==> src/hw/rtl/rfb_pkg.sv <==
// ----------------------------------------------------------------------------
// rfb_pkg
// Shared widths, codes, types and the edge mask function of the 4bpp
// rectangle fill blitter.
// ----------------------------------------------------------------------------
package rfb_pkg;

  // video store geometry, word address wraps modulo the store size
  localparam int STORE_AW    = 16;
  localparam int STORE_WORDS = 1 << STORE_AW;
  localparam int WORD_W      = 16;

  localparam int COORD_W   = 10;
  localparam int WIDX_W    = COORD_W - 2;  // word index within a row (x >> 2)
  localparam int BASE_W    = 16;
  localparam int PITCH_W   = 9;
  localparam int PROD_W    = COORD_W + PITCH_W;
  localparam int OP_W      = 2;
  localparam int CFG_IDX_W = 2;
  localparam int CFG_W     = 16;

  localparam logic [OP_W-1:0] OP_FILL  = 2'd0;
  localparam logic [OP_W-1:0] OP_WRITE = 2'd1;
  localparam logic [OP_W-1:0] OP_READ  = 2'd2;

  localparam logic [CFG_IDX_W-1:0] REG_BASE  = 2'd0;
  localparam logic [CFG_IDX_W-1:0] REG_PITCH = 2'd1;

  localparam logic [BASE_W-1:0]  BASE_RESET  = 16'h0000;
  localparam logic [PITCH_W-1:0] PITCH_RESET = 9'd128;

  localparam logic [WORD_W-1:0] ALL_ONES = 16'hFFFF;

  // commands to the shared address unit
  typedef struct packed {
    logic mul;       // latch first row * pitch
    logic row_init;  // row base = base + product
    logic row_step;  // row base = row base + pitch
    logic word;      // word address = row base + word index
  } au_cmd_t;

  // nibble mask covering pixels lo..hi of one word
  function automatic logic [WORD_W-1:0] span_mask(input logic [1:0] lo,
                                                  input logic [1:0] hi);
    logic [WORD_W-1:0] m_lo;
    logic [WORD_W-1:0] m_hi;
    m_lo = ALL_ONES << {lo, 2'b00};
    m_hi = ALL_ONES >> {~hi, 2'b00};
    return m_lo & m_hi;
  endfunction

endpackage

==> src/hw/rtl/rfb_addr_unit.sv <==
// ----------------------------------------------------------------------------
// rfb_addr_unit
// Shared address unit: one registered multiply for the first row offset and
// one adder reused for the row base, the row step and each word address.
// ----------------------------------------------------------------------------
module rfb_addr_unit (
  input  logic                          clk,
  input  rfb_pkg::au_cmd_t              cmd,
  input  logic [rfb_pkg::COORD_W-1:0]   y_first,
  input  logic [rfb_pkg::PITCH_W-1:0]   pitch,
  input  logic [rfb_pkg::BASE_W-1:0]    base,
  input  logic [rfb_pkg::WIDX_W-1:0]    widx,
  output logic [rfb_pkg::STORE_AW-1:0]  sum,
  output logic [rfb_pkg::STORE_AW-1:0]  addr
);
  import rfb_pkg::*;

  logic [PROD_W-1:0]   prod_r;
  logic [STORE_AW-1:0] row_r;
  logic [STORE_AW-1:0] addr_r;
  logic [STORE_AW-1:0] op_a;
  logic [STORE_AW-1:0] op_b;

  always_comb begin
    op_a = cmd.row_init ? STORE_AW'(base) : row_r;
    if (cmd.row_init) begin
      op_b = STORE_AW'(prod_r);
    end else if (cmd.row_step) begin
      op_b = STORE_AW'(pitch);
    end else begin
      op_b = STORE_AW'(widx);
    end
  end

  // modulo store size falls out of the truncated add
  assign sum = op_a + op_b;

  always_ff @(posedge clk) begin
    if (cmd.mul) begin
      prod_r <= PROD_W'(y_first) * PROD_W'(pitch);
    end
    if (cmd.row_init || cmd.row_step) begin
      row_r <= sum;
    end
    if (cmd.word) begin
      addr_r <= sum;
    end
  end

  assign addr = addr_r;

endmodule

==> config.mk <==
export PLATFORM = sky130hd
export DESIGN_NAME = rfb_addr_unit
export DESIGN_NICKNAME = d
export VERILOG_FILES = /design/src/hw/rtl/rfb_pkg.sv /design/src/hw/rtl/rfb_addr_unit.sv
export SDC_FILE = /design/constraint.sdc
export NUM_CORES = 1
export LEC_CHECK = 0
export BUFFER_PORTS_ARGS = -buffer_cell sky130_fd_sc_hd__buf_2
export CORE_MARGIN = 2
export CORE_UTILIZATION = 40
export CTS_CLUSTER_SIZE = 30
export DETAILED_ROUTE_END_ITERATION = 10
export GPL_TIMING_DRIVEN = 0
export HOLD_SLACK_MARGIN = 0.02
export PLACE_DENSITY = 0.72
export REMOVE_ABC_BUFFERS = 1
export SETUP_SLACK_MARGIN = 0.15
export SLEW_MARGIN = 10
export SYNTH_ARGS = -nofsm -noshare
export SYNTH_HDL_FRONTEND = slang
export SYNTH_SLANG_ARGS = --single-unit
==> constraint.sdc <==
create_clock -name clk -period 6.71 [get_ports clk]
set_input_delay 1.0065 -clock clk [delete_from_list [all_inputs] [get_ports clk]]
set_output_delay 1.0065 -clock clk [all_outputs]
set_load 0.05 [all_outputs]
==> results_dict.tcl, run 1 <==
set metrics [dict create \
    numClockSinks 48 \
    fin_nets 731 \
    clk_path_buf_depth 2 \
    coreArea_um2 12600 \
    fp.dieW_um 117 \
    worstPathCellList "buf_2, mux2_2, ha_1, inv_1, fa_1, nor2b_4, o21ai_2, a21oi_2, or4_4, a41o_1, xor2_1, buf_2" \
    hold_buffers 0 \
    syn_avg_cell_area_um2 9.95 \
    synth_edf_count 48 \
    cp_max_fo 42 \
    relSlewSlack_pct 51.9 \
    syn_inst 515 \
    synthTopCellsByCount "92 x inv_1, 67 x nand2_1, 56 x fa_1" \
    cpMostUsedCell "buf_2" \
    post-route-period-util_pct 76.2 \
    grt_pass1_wl_mm 17.9 \
    fill_cells 1166 \
    cts_made_buffers 5 \
    synthDistinctLibCells 43 \
    overflow 0 \
    max_clock_freq_mhz 196 \
    vias_per_cell 4.80 \
    root_buffer "clkbuf_16" \
    drt_iter0_drc 179 \
    tns_ns 0 \
    wl_per_cell_um 13.7 \
    yosysWarnings 0 \
    ys_ff_latch 48 \
    cp-end-kind "output pin" \
    synthTopCellsByArea "edfxtp_1 28%, fa_1 22%, ha_1 10%, inv_1 6.7%, and2_1 5.4%" \
    wl_mm 10.4 \
    synth-seq-area-share_pct 28.1 \
    hold_viol_final 0 \
    grt_max_degree 43 \
    cpPeakStageDelay_ns 0.56 \
    drc 0 \
    post_cts_resized 0 \
    hp-class "flip-flop to flip-flop" \
    met2_wirelength_mm 5.21 \
    area_delta_synth_final_pct 13.9 \
    power_density_nw_per_um2 456 \
    peakVddDrop_mv 0.133 \
    grt_usage_pct 16.5 \
    clk_latency_ns 0.29 \
    gp_congestion 0.792 \
    slowest_stage "buf_2" \
    yosysTopAreaCellShare_pct 28.1 \
    dr.pass1.iters 4 \
    cp-start-kind "input port" \
    mappedNetlistArea_um2 5130 \
    worst_ep_arrival_time_ns 4.10 \
    maxCapViolations 0 \
    p_leak_nw 2.77 \
    tightest_slew_ns 0.722 \
    postRouteAntennaNets 0 \
    antenna_cells 0 \
    worstSetupPathType "input port to output pin" \
    htree_levels 2 \
    die-area_um2 13700 \
    antenna_found_initial 0 \
    initial_core_util_pct 40.8 \
    fin_util_pct 46.4 \
    yosys.area.top_type "edfxtp_1" \
    yosys_most_used_dff "edfxtp_1" \
    finalClockSkew_ns 0.00468 \
    ios 80 \
    die_h_um 117 \
    status "complete, no violations" \
    wl_met1_mm 4.54 \
    portBuffers 79 \
    top_layer "met4" \
    grt_setup_unrepaired "false" \
    drive_above_1_share_pct 17.9 \
    dp_hpwl_mm 8.68 \
    yosysMostFrequentCell "inv_1" \
    setup_viol 0 \
    async_flop_share_pct 0 \
    grt_pass1_vias 3954 \
    dr_wl_met3_um 506 \
    finalMaxSlewViolations 0 \
    post_cts_buffers 0 \
    period_needed_ns 5.11 \
    rows 41 \
    required_ns 5.70 \
    cts_tree "built" \
    vias 3635 \
    rrSetupSlack_ns 4.07 \
    clk_pin_slew_worst_paths_ns 0.06 \
]
==> power by group <==
part	internal (mW)	switching, mW	total (mW)
Clock	0.175	0.0998	0.275
Combinational	0.605	1.19	1.79
Sequential	0.566	0.0289	0.595
==> cells by family after synthesis <==
group                      synth area share, %
AOI/OAI and AO/OA                         7.30
xor gates and xnor gates                  4.78
adders and majority gates                 32.4
buffers and inverters                     7.98
DFF                                       28.1
muxes                                     4.83
and+or+nand+nor                           14.6
==> layout by cell type (no fill, tap or decap), types with 3 or more instances in the layout <==
master and count:
inv_1 92, buf_2 79, nand2_1 67, fa_1 56, edfxtp_1 48, and2_1 44, ha_1 43, xnor2_1 25
o21ai_1 15, a21oi_1 13, mux2_2 13, nor2_1 12, mux2i_1 9, nand3_1 6, nor2b_1 6, a21o_1 5
o21ai_0 5, clkbuf_16 5, nor3_1 4, xor2_1 3, nand2b_1 3, o21a_1 3
==> flip-flops by register name, summed over array words and instances, names as in the netlist <==
| name | flops |
|---|---|
| row_r | 16 |
| prod_r | 16 |
| addr | 16 |
==> path summary, 6_finish.rpt <==
path                 start  endpoint  depth (start not counted)
hold / removal    row_r[0]  row_r[0]                          2
hold reg to reg   row_r[0]  row_r[0]                          2
setup reg to reg  row_r[0]  addr[10]                         10
setup / recovery    cmd[2]   sum[10]                         12
==> stage by stage <==
step | std cells | instance area [um^2] | hold slack, ns | worst slack, ns | total power, mW
floorplan | 498 | 5060 | 1.07 | 2.01 | 2.03
global placement | 749 | 5670 | 0.684 | 1.59 | 2.34
detailed placement | 749 | 5670 | 0.697 | 1.53 | 2.40
CTS | 757 | 5840 | 0.713 | 1.57 | 2.68
global route | 757 | 5840 | 0.768 | 1.30 | 2.90
finish | 757 | 5840 | 0.716 | 1.60 | 2.66
==> final cells by class <==
| cell class | count | area, um^2 | area share (%) |
|---|---|---|---|
| clock inverters | 2 | 35.0 | 0.600 |
| multi-input cells | 358 | 3280 | 56.1 |
| well taps | 172 | 215 | 3.69 |
| flip-flops and latches | 48 | 1440 | 24.7 |
| inverters | 92 | 345 | 5.92 |
| clock buffers | 6 | 129 | 2.21 |
| repair buffers | 79 | 395 | 6.77 |
==> metal layers <==
layer  up-vias  global-route usage [%]
met5         -                       0
met4         0                    4.55
met3         9                    2.11
met2        91                    31.0
met1      1746                    19.6
li1       1789                       -
==> critical path: cells and delay by family <==
family          cells  cell delay [ns]
mux                 1             0.41
buf+inv             3             0.94
simple gates        2             0.57
xor+xnor            1             0.21
compound gates      3             0.51
fa+ha+maj           2             0.45
(Power assumes the default switching activity.)
==> inputs of run 2 (changes only) <==
Settings changed: PLACE_DENSITY 0.72 to 0.74.
Clock period 6.71 ns to 4.2 ns, I/O delays scaled along.
==> results_dict.tcl, run 2 (synthesized netlist as in run 1, its figures left out) <==
set metrics [dict create \
    hold_viol_final 0 \
    required_ns 4.23 \
    postRouteAntennaNets 0 \
    clk_pin_slew_worst_paths_ns 0.06 \
    r2r_cells 10 \
    hp-start "pitch[0]" \
    grt_pass1_vias 3873 \
    cts_made_buffers 5 \
    grt_max_degree 43 \
    power_density_nw_per_um2 751 \
    dp_hpwl_mm 8.58 \
    pre_cts_slack_ns -0.649 \
    rrSetupSlack_ns 1.52 \
    coreArea_um2 12600 \
    overflow 0 \
    vias 3717 \
    fp.dieW_um 117 \
    seq_area_um2 1440 \
    p_leak_nw 2.86 \
    htree_levels 2 \
    r2r_end "addr[10]" \
    grt_pass1_wl_mm 17.3 \
    drive_above_1_share_pct 24.6 \
    period_needed_ns 4.09 \
    mostFrequentLayoutCell "inv_1" \
    maxCapViolations 0 \
    die-area_um2 13700 \
    post-route-period-util_pct 97.4 \
    cp-end-kind "flip-flop" \
    placed_cell_area_um2 5670 \
    drc 0 \
    numClockSinks 48 \
    wl_per_cell_um 14.2 \
    reg2reg_from "row_r[0]" \
    fin_area_um2 6200 \
    multi_input_comb_area_um2 3460 \
    max_clock_freq_mhz 245 \
    drt_iter0_drc 146 \
    area_delta_synth_final_pct 21.0 \
    min_to "prod_r[0]" \
    tightest_slew_ns 0.706 \
    wl_mm 10.8 \
    cp-start-kind "input port" \
    portBuffers 79 \
    rows 41 \
    dr.pass1.iters 4 \
    vias_per_cell 4.86 \
    antenna_found_initial 0 \
    clk_path_buf_depth 2 \
    setup_ws_ns 0.111 \
    status "complete, no violations" \
    finalMaxSlewViolations 0 \
    layout_common_cells "90 x inv_1, 66 x nand2_1, 56 x buf_2" \
    hold_depth 2 \
    fill_cells 1121 \
    cp_max_fo 8 \
    grt_usage_pct 15.9 \
    hp-class "input port to flip-flop" \
    fin_nets 739 \
    initial_core_util_pct 40.8 \
    grt_setup_unrepaired "true" \
    worst_ep_arrival_time_ns 4.12 \
    root_buffer "clkbuf_16" \
    die_h_um 117 \
    finalClockSkew_ns 0.00378 \
    setup_viol 0 \
    hold_buffers 0 \
    antenna_cells 0 \
    worstSetupPathType "input port to flip-flop" \
    ios 80 \
    gp_congestion 0.816 \
    peakVddDrop_mv 0.286 \
    cts_tree "built" \
    relSlewSlack_pct 52.9 \
    clk_latency_ns 0.29 \
]
==> run 2: cell count changes in the layout (fill, tap and decap cells not counted), moves of 5 or more <==
| cell | before | now |
|---|---|---|
| buf_2 | 79 | 56 |
| buf_4 | 0 | 11 |
| buf_6 | 0 | 9 |
| ha_1 | 43 | 36 |
| clkbuf_4 | 0 | 6 |
| ha_4 | 0 | 5 |
==> run 2: per-layer routing <==
layer / GRT usage (%) / part of all wire, % / vias to the layer above
li1: - / - / 1808
met1: 19.0 / 44 / 1801
met2: 29.7 / 51 / 93
met3: 2.11 / 4.4 / 15
met4: 4.86 / 1.3 / 0
met5: 0 / 0 / -
==> run 2: through the flow <==
stage	std cells	setup TNS, ns	util (%)	hold WS, ns	total power [mW]
final	765	0	49.4	0.679	4.66
after global routing	765	0	49.4	0.690	4.99
after CTS	758	0	47.3	0.704	4.37
after detailed placement	749	-2.72	45.1	0.704	3.82
after global placement	749	-2.07	45.1	0.684	3.74
after floorplan	498	-0.126	-	0.742	3.24
==> run 2: power breakdown <==
group          switching [mW]  internal (mW)
Combinational            2.08           1.24
Sequential             0.0453          0.904
Clock                   0.166          0.218
Total                    2.30           2.36
==> run 2: layout make-up <==
cell class	count	area share (%)
clock buffer	5	2.02
clock inverter	3	0.302
inverter	92	5.57
multi-input combinational	358	55.8
sequential	48	23.2
tap	172	3.47
timing repair buffer	87	9.66
==> run 2: critical path, cell delays in order <==
cell,delay (ns)
buf_12,0.11
and2_4,0.15
fa_1,0.55
inv_2,0.04
fa_1,0.47
fa_1,0.48
fa_1,0.51
inv_2,0.05
ha_4,0.25
o21ai_4,0.16
nand2b_1,0.11
a31oi_4,0.20
buf_6,0.12
buf_6,0.09
o21ai_2,0.05
xor2_1,0.14
==> run 2: timing repair <==
action,4_1_cts,5_1_grt
setup endpoints to repair,13,10
buffers inserted,1,7
hold endpoints to repair,0,0
resized for setup,36,49
pin swaps,8,21
==> run 2: worst max-delay path by stage <==
| stage | startpoint | end | depth (start not counted) |
|---|---|---|---|
| 2_1_floorplan | pitch[3] | prod_r[15] | 14 |
| 3_3_place_gp | pitch[0] | prod_r[15] | 16 |
| 3_5_place_dp | pitch[0] | prod_r[15] | 16 |
| 4_1_cts | pitch[4] | prod_r[15] | 15 |
| 5_1_grt | y_first[2] | prod_r[14] | 19 |
| 6_report | y_first[3] | prod_r[13] | 16 |
