===== src/hw/rtl/rfb_pkg.sv =====
// ----------------------------------------------------------------------------
// rfb_pkg
// Shared widths, codes, types and the edge mask function of the 4bpp
// rectangle fill blitter.
// ----------------------------------------------------------------------------
package rfb_pkg;

  // video store geometry, word address wraps modulo the store size
  localparam int STORE_AW    = 16;
  localparam int STORE_WORDS = 1 << STORE_AW;
  localparam int WORD_W      = 16;

  localparam int COORD_W   = 10;
  localparam int WIDX_W    = COORD_W - 2;  // word index within a row (x >> 2)
  localparam int BASE_W    = 16;
  localparam int PITCH_W   = 9;
  localparam int PROD_W    = COORD_W + PITCH_W;
  localparam int OP_W      = 2;
  localparam int CFG_IDX_W = 2;
  localparam int CFG_W     = 16;

  localparam logic [OP_W-1:0] OP_FILL  = 2'd0;
  localparam logic [OP_W-1:0] OP_WRITE = 2'd1;
  localparam logic [OP_W-1:0] OP_READ  = 2'd2;

  localparam logic [CFG_IDX_W-1:0] REG_BASE  = 2'd0;
  localparam logic [CFG_IDX_W-1:0] REG_PITCH = 2'd1;

  localparam logic [BASE_W-1:0]  BASE_RESET  = 16'h0000;
  localparam logic [PITCH_W-1:0] PITCH_RESET = 9'd128;

  localparam logic [WORD_W-1:0] ALL_ONES = 16'hFFFF;

  // commands to the shared address unit
  typedef struct packed {
    logic mul;       // latch first row * pitch
    logic row_init;  // row base = base + product
    logic row_step;  // row base = row base + pitch
    logic word;      // word address = row base + word index
  } au_cmd_t;

  // nibble mask covering pixels lo..hi of one word
  function automatic logic [WORD_W-1:0] span_mask(input logic [1:0] lo,
                                                  input logic [1:0] hi);
    logic [WORD_W-1:0] m_lo;
    logic [WORD_W-1:0] m_hi;
    m_lo = ALL_ONES << {lo, 2'b00};
    m_hi = ALL_ONES >> {~hi, 2'b00};
    return m_lo & m_hi;
  endfunction

endpackage


===== src/hw/rtl/rfb_seq.sv =====
// ----------------------------------------------------------------------------
// rfb_seq
// Command sequencer: store clearing pass, single word access and the
// read-modify-write walk over a fill rectangle.
// ----------------------------------------------------------------------------
module rfb_seq (
  input  logic                          clk,
  input  logic                          rst_n,
  input  logic                          start,
  output logic                          busy,
  input  logic [rfb_pkg::OP_W-1:0]      in_opcode,
  input  logic [rfb_pkg::COORD_W-1:0]   in_x_min,
  input  logic [rfb_pkg::COORD_W-1:0]   in_y_min,
  input  logic [rfb_pkg::COORD_W-1:0]   in_x_max,
  input  logic [rfb_pkg::COORD_W-1:0]   in_y_max,
  input  logic [rfb_pkg::WORD_W-1:0]    in_color_pattern,
  input  logic [rfb_pkg::WORD_W-1:0]    in_word_address,
  input  logic [rfb_pkg::WORD_W-1:0]    in_write_data,
  output logic                          out_valid,
  output logic [rfb_pkg::WORD_W-1:0]    out_read_data,
  output logic                          out_bad_rect,
  output rfb_pkg::au_cmd_t              au_cmd,
  output logic [rfb_pkg::WIDX_W-1:0]    au_widx,
  input  logic [rfb_pkg::STORE_AW-1:0]  au_sum,
  input  logic [rfb_pkg::STORE_AW-1:0]  au_addr,
  output logic                          ram_we,
  output logic [rfb_pkg::STORE_AW-1:0]  ram_waddr,
  output logic [rfb_pkg::WORD_W-1:0]    ram_wdata,
  output logic                          ram_re,
  output logic [rfb_pkg::STORE_AW-1:0]  ram_raddr,
  input  logic [rfb_pkg::WORD_W-1:0]    ram_rdata
);
  import rfb_pkg::*;

  typedef enum logic [5:0] {
    ST_CLEAR = 6'b000001,
    ST_IDLE  = 6'b000010,
    ST_ROW0  = 6'b000100,
    ST_ADDR  = 6'b001000,
    ST_RMW   = 6'b010000,
    ST_RDOUT = 6'b100000
  } state_t;

  state_t              state_r, state_nxt;
  logic [STORE_AW-1:0] clr_cnt_r, clr_cnt_nxt;
  logic [WIDX_W-1:0]   w_r, w_nxt;
  logic [WIDX_W-1:0]   w0_r, w0_nxt;
  logic [WIDX_W-1:0]   w1_r, w1_nxt;
  logic [1:0]          lo_r, lo_nxt;
  logic [1:0]          hi_r, hi_nxt;
  logic [COORD_W-1:0]  y_r, y_nxt;
  logic [COORD_W-1:0]  y1_r, y1_nxt;
  logic [WORD_W-1:0]   color_r, color_nxt;
  logic                out_valid_r, out_valid_nxt;
  logic [WORD_W-1:0]   out_rd_r, out_rd_nxt;
  logic                out_bad_r, out_bad_nxt;

  logic                accept;
  logic                rect_bad;
  logic                last_w;
  logic [1:0]          m_lo;
  logic [1:0]          m_hi;
  logic [WORD_W-1:0]   mask;
  logic [WORD_W-1:0]   merged;

  assign accept   = start && (state_r == ST_IDLE);
  assign rect_bad = (in_x_max < in_x_min) || (in_y_max < in_y_min);
  assign last_w   = (w_r == w1_r);

  // edge mask of the current word
  assign m_lo   = (w_r == w0_r) ? lo_r : 2'd0;
  assign m_hi   = last_w ? hi_r : 2'd3;
  assign mask   = span_mask(m_lo, m_hi);
  assign merged = (ram_rdata & ~mask) | (color_r & mask);

  always_comb begin
    state_nxt     = state_r;
    clr_cnt_nxt   = clr_cnt_r;
    w_nxt         = w_r;
    w0_nxt        = w0_r;
    w1_nxt        = w1_r;
    lo_nxt        = lo_r;
    hi_nxt        = hi_r;
    y_nxt         = y_r;
    y1_nxt        = y1_r;
    color_nxt     = color_r;
    out_valid_nxt = 1'b0;
    out_rd_nxt    = out_rd_r;
    out_bad_nxt   = out_bad_r;
    au_cmd        = '0;
    ram_we        = 1'b0;
    ram_waddr     = au_addr;
    ram_wdata     = merged;
    ram_re        = 1'b0;
    ram_raddr     = au_sum;

    case (state_r)
      ST_CLEAR: begin
        ram_we      = 1'b1;
        ram_waddr   = clr_cnt_r;
        ram_wdata   = '0;
        clr_cnt_nxt = clr_cnt_r + 1'b1;
        if (clr_cnt_r == STORE_AW'(STORE_WORDS - 1)) begin
          state_nxt = ST_IDLE;
        end
      end
      ST_IDLE: begin
        ram_waddr = STORE_AW'(in_word_address);
        ram_wdata = in_write_data;
        ram_raddr = STORE_AW'(in_word_address);
        if (accept) begin
          out_rd_nxt  = '0;
          out_bad_nxt = 1'b0;
          case (in_opcode)
            OP_FILL: begin
              if (rect_bad) begin
                out_valid_nxt = 1'b1;
                out_bad_nxt   = 1'b1;
              end else begin
                au_cmd.mul = 1'b1;
                w_nxt      = in_x_min[COORD_W-1:2];
                w0_nxt     = in_x_min[COORD_W-1:2];
                w1_nxt     = in_x_max[COORD_W-1:2];
                lo_nxt     = in_x_min[1:0];
                hi_nxt     = in_x_max[1:0];
                y_nxt      = in_y_min;
                y1_nxt     = in_y_max;
                color_nxt  = in_color_pattern;
                state_nxt  = ST_ROW0;
              end
            end
            OP_WRITE: begin
              ram_we        = 1'b1;
              out_valid_nxt = 1'b1;
            end
            OP_READ: begin
              ram_re    = 1'b1;
              state_nxt = ST_RDOUT;
            end
            default: begin
              out_valid_nxt = 1'b1;
            end
          endcase
        end
      end
      ST_ROW0: begin
        au_cmd.row_init = 1'b1;
        state_nxt       = ST_ADDR;
      end
      ST_ADDR: begin
        // read issued straight from the adder, address kept for the write
        au_cmd.word = 1'b1;
        ram_re      = 1'b1;
        state_nxt   = ST_RMW;
      end
      ST_RMW: begin
        ram_we    = 1'b1;
        state_nxt = ST_ADDR;
        if (!last_w) begin
          w_nxt = w_r + 1'b1;
        end else if (y_r != y1_r) begin
          au_cmd.row_step = 1'b1;
          w_nxt           = w0_r;
          y_nxt           = y_r + 1'b1;
        end else begin
          out_valid_nxt = 1'b1;
          state_nxt     = ST_IDLE;
        end
      end
      ST_RDOUT: begin
        out_valid_nxt = 1'b1;
        out_rd_nxt    = ram_rdata;
        state_nxt     = ST_IDLE;
      end
      default: begin
        state_nxt = ST_IDLE;
      end
    endcase
  end

  always_ff @(posedge clk) begin
    if (!rst_n) begin
      state_r     <= ST_CLEAR;
      clr_cnt_r   <= '0;
      out_valid_r <= 1'b0;
    end else begin
      state_r     <= state_nxt;
      clr_cnt_r   <= clr_cnt_nxt;
      out_valid_r <= out_valid_nxt;
    end
  end

  always_ff @(posedge clk) begin
    w_r      <= w_nxt;
    w0_r     <= w0_nxt;
    w1_r     <= w1_nxt;
    lo_r     <= lo_nxt;
    hi_r     <= hi_nxt;
    y_r      <= y_nxt;
    y1_r     <= y1_nxt;
    color_r  <= color_nxt;
    out_rd_r <= out_rd_nxt;
    out_bad_r <= out_bad_nxt;
  end

  assign au_widx       = w_r;
  assign busy          = (state_r != ST_IDLE);
  assign out_valid     = out_valid_r;
  assign out_read_data = out_rd_r;
  assign out_bad_rect  = out_bad_r;

endmodule


===== config.mk =====
export PLATFORM = sky130hd
export DESIGN_NAME = rfb_seq
export DESIGN_NICKNAME = d
export VERILOG_FILES = /design/src/hw/rtl/rfb_pkg.sv /design/src/hw/rtl/rfb_seq.sv
export SDC_FILE = /design/constraint.sdc
export NUM_CORES = 1
export LEC_CHECK = 0
export BUFFER_PORTS_ARGS = -buffer_cell sky130_fd_sc_hd__buf_2
export CAP_MARGIN = 15
export CORE_MARGIN = 2
export CORE_UTILIZATION = 40
export CTS_CLUSTER_SIZE = 14
export DETAILED_ROUTE_END_ITERATION = 10
export HOLD_SLACK_MARGIN = 0.05
export PLACE_DENSITY_LB_ADDON = 0.12
export SYNTH_ARGS = -nofsm -noshare
export SYNTH_HDL_FRONTEND = slang
export SYNTH_SLANG_ARGS = --single-unit
export TNS_END_PERCENT = 50

===== constraint.sdc =====
create_clock -name clk -period 3.2 [get_ports clk]
set_clock_uncertainty 0.2 [all_clocks]
set_input_delay 0 -clock clk [delete_from_list [all_inputs] [get_ports clk]]
set_output_delay 0 -clock clk [all_outputs]
set_load 0.02 [all_outputs]

==> flow_summary.json <==
{
  "globalplace.congestion": 0.828,
  "seq_area_um2": 2890,
  "ir_worst_vdd_uv": 249,
  "numCtsBuffers": 9,
  "max-slew-margin-rel_pct": 59.0,
  "cts_resized": 0,
  "post-route-period-util_pct": 90.1,
  "routed_wl_mm": 16.8,
  "cp.required_ns": 3.00,
  "syn_avg_cell_area_um2": 10.7,
  "num_rows": 43,
  "clk_pin_slew_ns": 0.07,
  "crit_path_end_kind": "output port",
  "synth_nets": 700,
  "ant_nets": 0,
  "fp.dieArea_um2": 15300,
  "worst_slew_pin_slew_ns": 0.609,
  "syn2layout_area_growth_pct": 41.1,
  "dp.cells": 926,
  "grt_max_degree": 36,
  "core_um2": 13900,
  "drtPass1Iterations": 6,
  "diodes": 0,
  "clock_path_buffers": 2,
  "design_area_um2": 8110,
  "yosysWarnings": 0,
  "cpMaxStageDelayCell": "nor4_1",
  "route.detailed.drc": 0,
  "vias_per_cell": 5.04,
  "ios": 222,
  "status": "finished clean",
  "synthTopCellsByArea": "edfxtp_1, dfxtp_1, xor2_1",
  "antenna_found_initial": 0,
  "synth_top_area_share_pct": 42.3,
  "synth.distinct_cells": 50,
  "min_to": "ram_raddr[1]",
  "synth-seq-cells": 104,
  "worst_path_dominant_cell_family": "simple AND/OR/NAND/NOR gates",
  "rsz0062_at_grt": "no",
  "grtUsageTotal_pct": 21.2,
  "htree_levels": 3,
  "drive_above_1_share_pct": 30.1,
  "r2r-end": "out_valid",
  "fillCellCount": 1247,
  "multiInputGateArea_um2": 2650,
  "holdCritPathClass": "primary input to output port",
  "r2r-start": "state_r[4]",
  "min_from": "au_sum[1]",
  "instances_no_fill": 1020,
  "finalSetupViolations": 0,
  "grt_pass1_wl_mm": 24.7,
  "clock_sinks": 104,
  "netlist_area_um2": 5750,
  "cellLeakagePower_uw": 0.00362,
  "cp.buffers_inverters": 1,
  "final.setup.tns_ns": 0,
  "globalRouteOverflowTotal": 0,
  "die_w_um": 124,
  "dp_hpwl_mm": 12.6,
  "netlist_instances": 538,
  "grt_pass1_vias": 4991,
  "start_kind": "flop",
  "synthArstFlopShare_pct": 0,
  "synth_ff_type": "edfxtp_1",
  "first_iter_violations": 215,
  "final_util_pct": 58.2,
  "slew_violations": 0,
  "cp.arrival_ns": 2.68,
  "cpPeakStageDelay_ns": 0.56,
  "whs_path_depth": 3,
  "placed_area_um2": 7050,
  "insertion_delay_ns": 0.35,
  "synth_top_area_cell": "edfxtp_1",
  "fp.dieH_um": 124,
  "r2r_cells": 9,
  "synth_edf_count": 81,
  "max_freq_mhz": 347,
  "cts_tree": "built",
  "reg2reg_slack_ns": 0.32,
  "path_depth": 7,
  "cts-root-buf": "clkbuf_16",
  "ys_seq_area_share_pct": 50.3,
  "path_class": "flop to output port",
  "detail_route.wl_per_cell_um": 16.5,
  "drv_cap": 0,
  "hold_violations": 0,
  "critPathMaxFanout": 8,
  "initial_core_util_pct": 41.2,
  "nNetsFinal": 997,
  "path_common_cell": "nand3_1",
  "min_period_ns": 2.88,
  "num_vias": 5136,
  "power_density_nw_per_um2": 345,
  "portBuffers": 221,
  "cp_cell_sequence": "xor2_1 > nor4_1 > nand3_1 > o22ai_4 > nand3_1 > o211ai_1 > buf_2"
}
metal layers:
metal	vias up	share of wire (%)	GRT usage, %
met5	-	0	0
met4	0	2.1	7.53
met3	19	5.7	3.34
met2	161	52	39.4
met1	2418	41	24.5
li1	2538	-	-
layout by cell type, fill, tap and decap left out, types with 6 or more instances in the layout:
master and n:
buf_2 221, a21oi_1 7, nor3_1 6, a21o_1 17, ha_1 21, dfxtp_1 23, nor4_1 8, o21ai_0 36
a221o_1 15, clkbuf_16 9, nor2_1 20, xnor2_1 18, dlygate4sd3_1 78, nand4_1 6, inv_1 26, nand2_1 57
and3_1 8, nand3_1 19, mux2i_1 15, buf_4 8, edfxtp_1 81, xor2_1 37, and2_1 44, a211oi_1 7
Yosys cell counts (2+ instances only):
cell,count
a41oi_1,2
or2_2,2
a221o_1,15
inv_1,27
mux2i_1,15
nand4_1,6
and2_1,44
nor3_1,6
nand3b_1,4
and3_1,8
a21oi_1,7
buf_2,6
ha_1,21
xnor2_1,18
xor2_1,37
and3b_1,2
clkbuf_1,13
nand2b_1,3
o211ai_1,4
nand3_1,19
nand2_1,57
o21ai_0,36
nor2b_1,5
nand4b_1,3
a21o_1,17
nor4_1,8
nor2_1,20
or3_1,3
a211oi_1,7
edfxtp_1,81
dfxtp_1,23
registers in the layout, summed over array words and instances, names as in the netlist:
register       cells
state_r            6
w0_r               8
out_valid          1
lo_r               2
out_bad_rect       1
au_widx            8
w1_r               8
y1_r              10
y_r               10
out_read_data     16
clr_cnt_r         16
hi_r               2
color_r           16
timing repair:
action                     in CTS  in global routing
setup endpoints to repair       0                  0
hold buffers                   78                  0
hold endpoints to repair      105                  0
setup buffers                   0                  0
cells by family after synthesis:
logic type      synth area share, %
compound gates                 12.1
fa+ha+maj                      4.57
simple gates                   18.1
mux                            2.81
flops                          50.3
xor+xnor                       8.38
buf+inv                        3.61
metrics by stage:
stage	setup WS [ns]	total power, uW	hold WS [ns]
detailed placement	0.622	1710	-0.0213
global route	0.0890	2890	0.133
global placement	0.736	1700	-0.0227
finish	0.318	2800	0.113
CTS	0.300	2820	0.116
floorplan	0.330	1580	-0.101
cell type report:
type / instances / share of cell area [%]
multi-input combinational: 384 / 32.6
timing repair buffer: 308 / 24.3
clock buffer: 10 / 2.82
tap: 180 / 2.78
clock inverter: 6 / 0.525
sequential: 104 / 35.7
inverter: 28 / 1.30
power by group:
part | switching [uW] | internal (uW)
registers | 6.86 | 1450
logic | 123 | 173
clock network | 511 | 532
total | 641 | 2160
worst min-delay path, stage by stage:
cell and delay (ns):
buf_2 0.07, a21o_1 0.09, buf_2 0.15
worst max path at each step:
stage                from  slack (ns)             to
6_report       au_widx[6]        0.32  ram_wdata[10]
5_1_grt        state_r[4]        0.09      out_valid
4_1_cts        state_r[3]        0.30      out_valid
3_5_place_dp   au_widx[5]        0.62         y_r[1]
3_3_place_gp   au_widx[5]        0.74         y_r[1]
2_1_floorplan  state_r[3]        0.33     color_r[0]
Note: power is estimated with default switching activity, not from simulation.
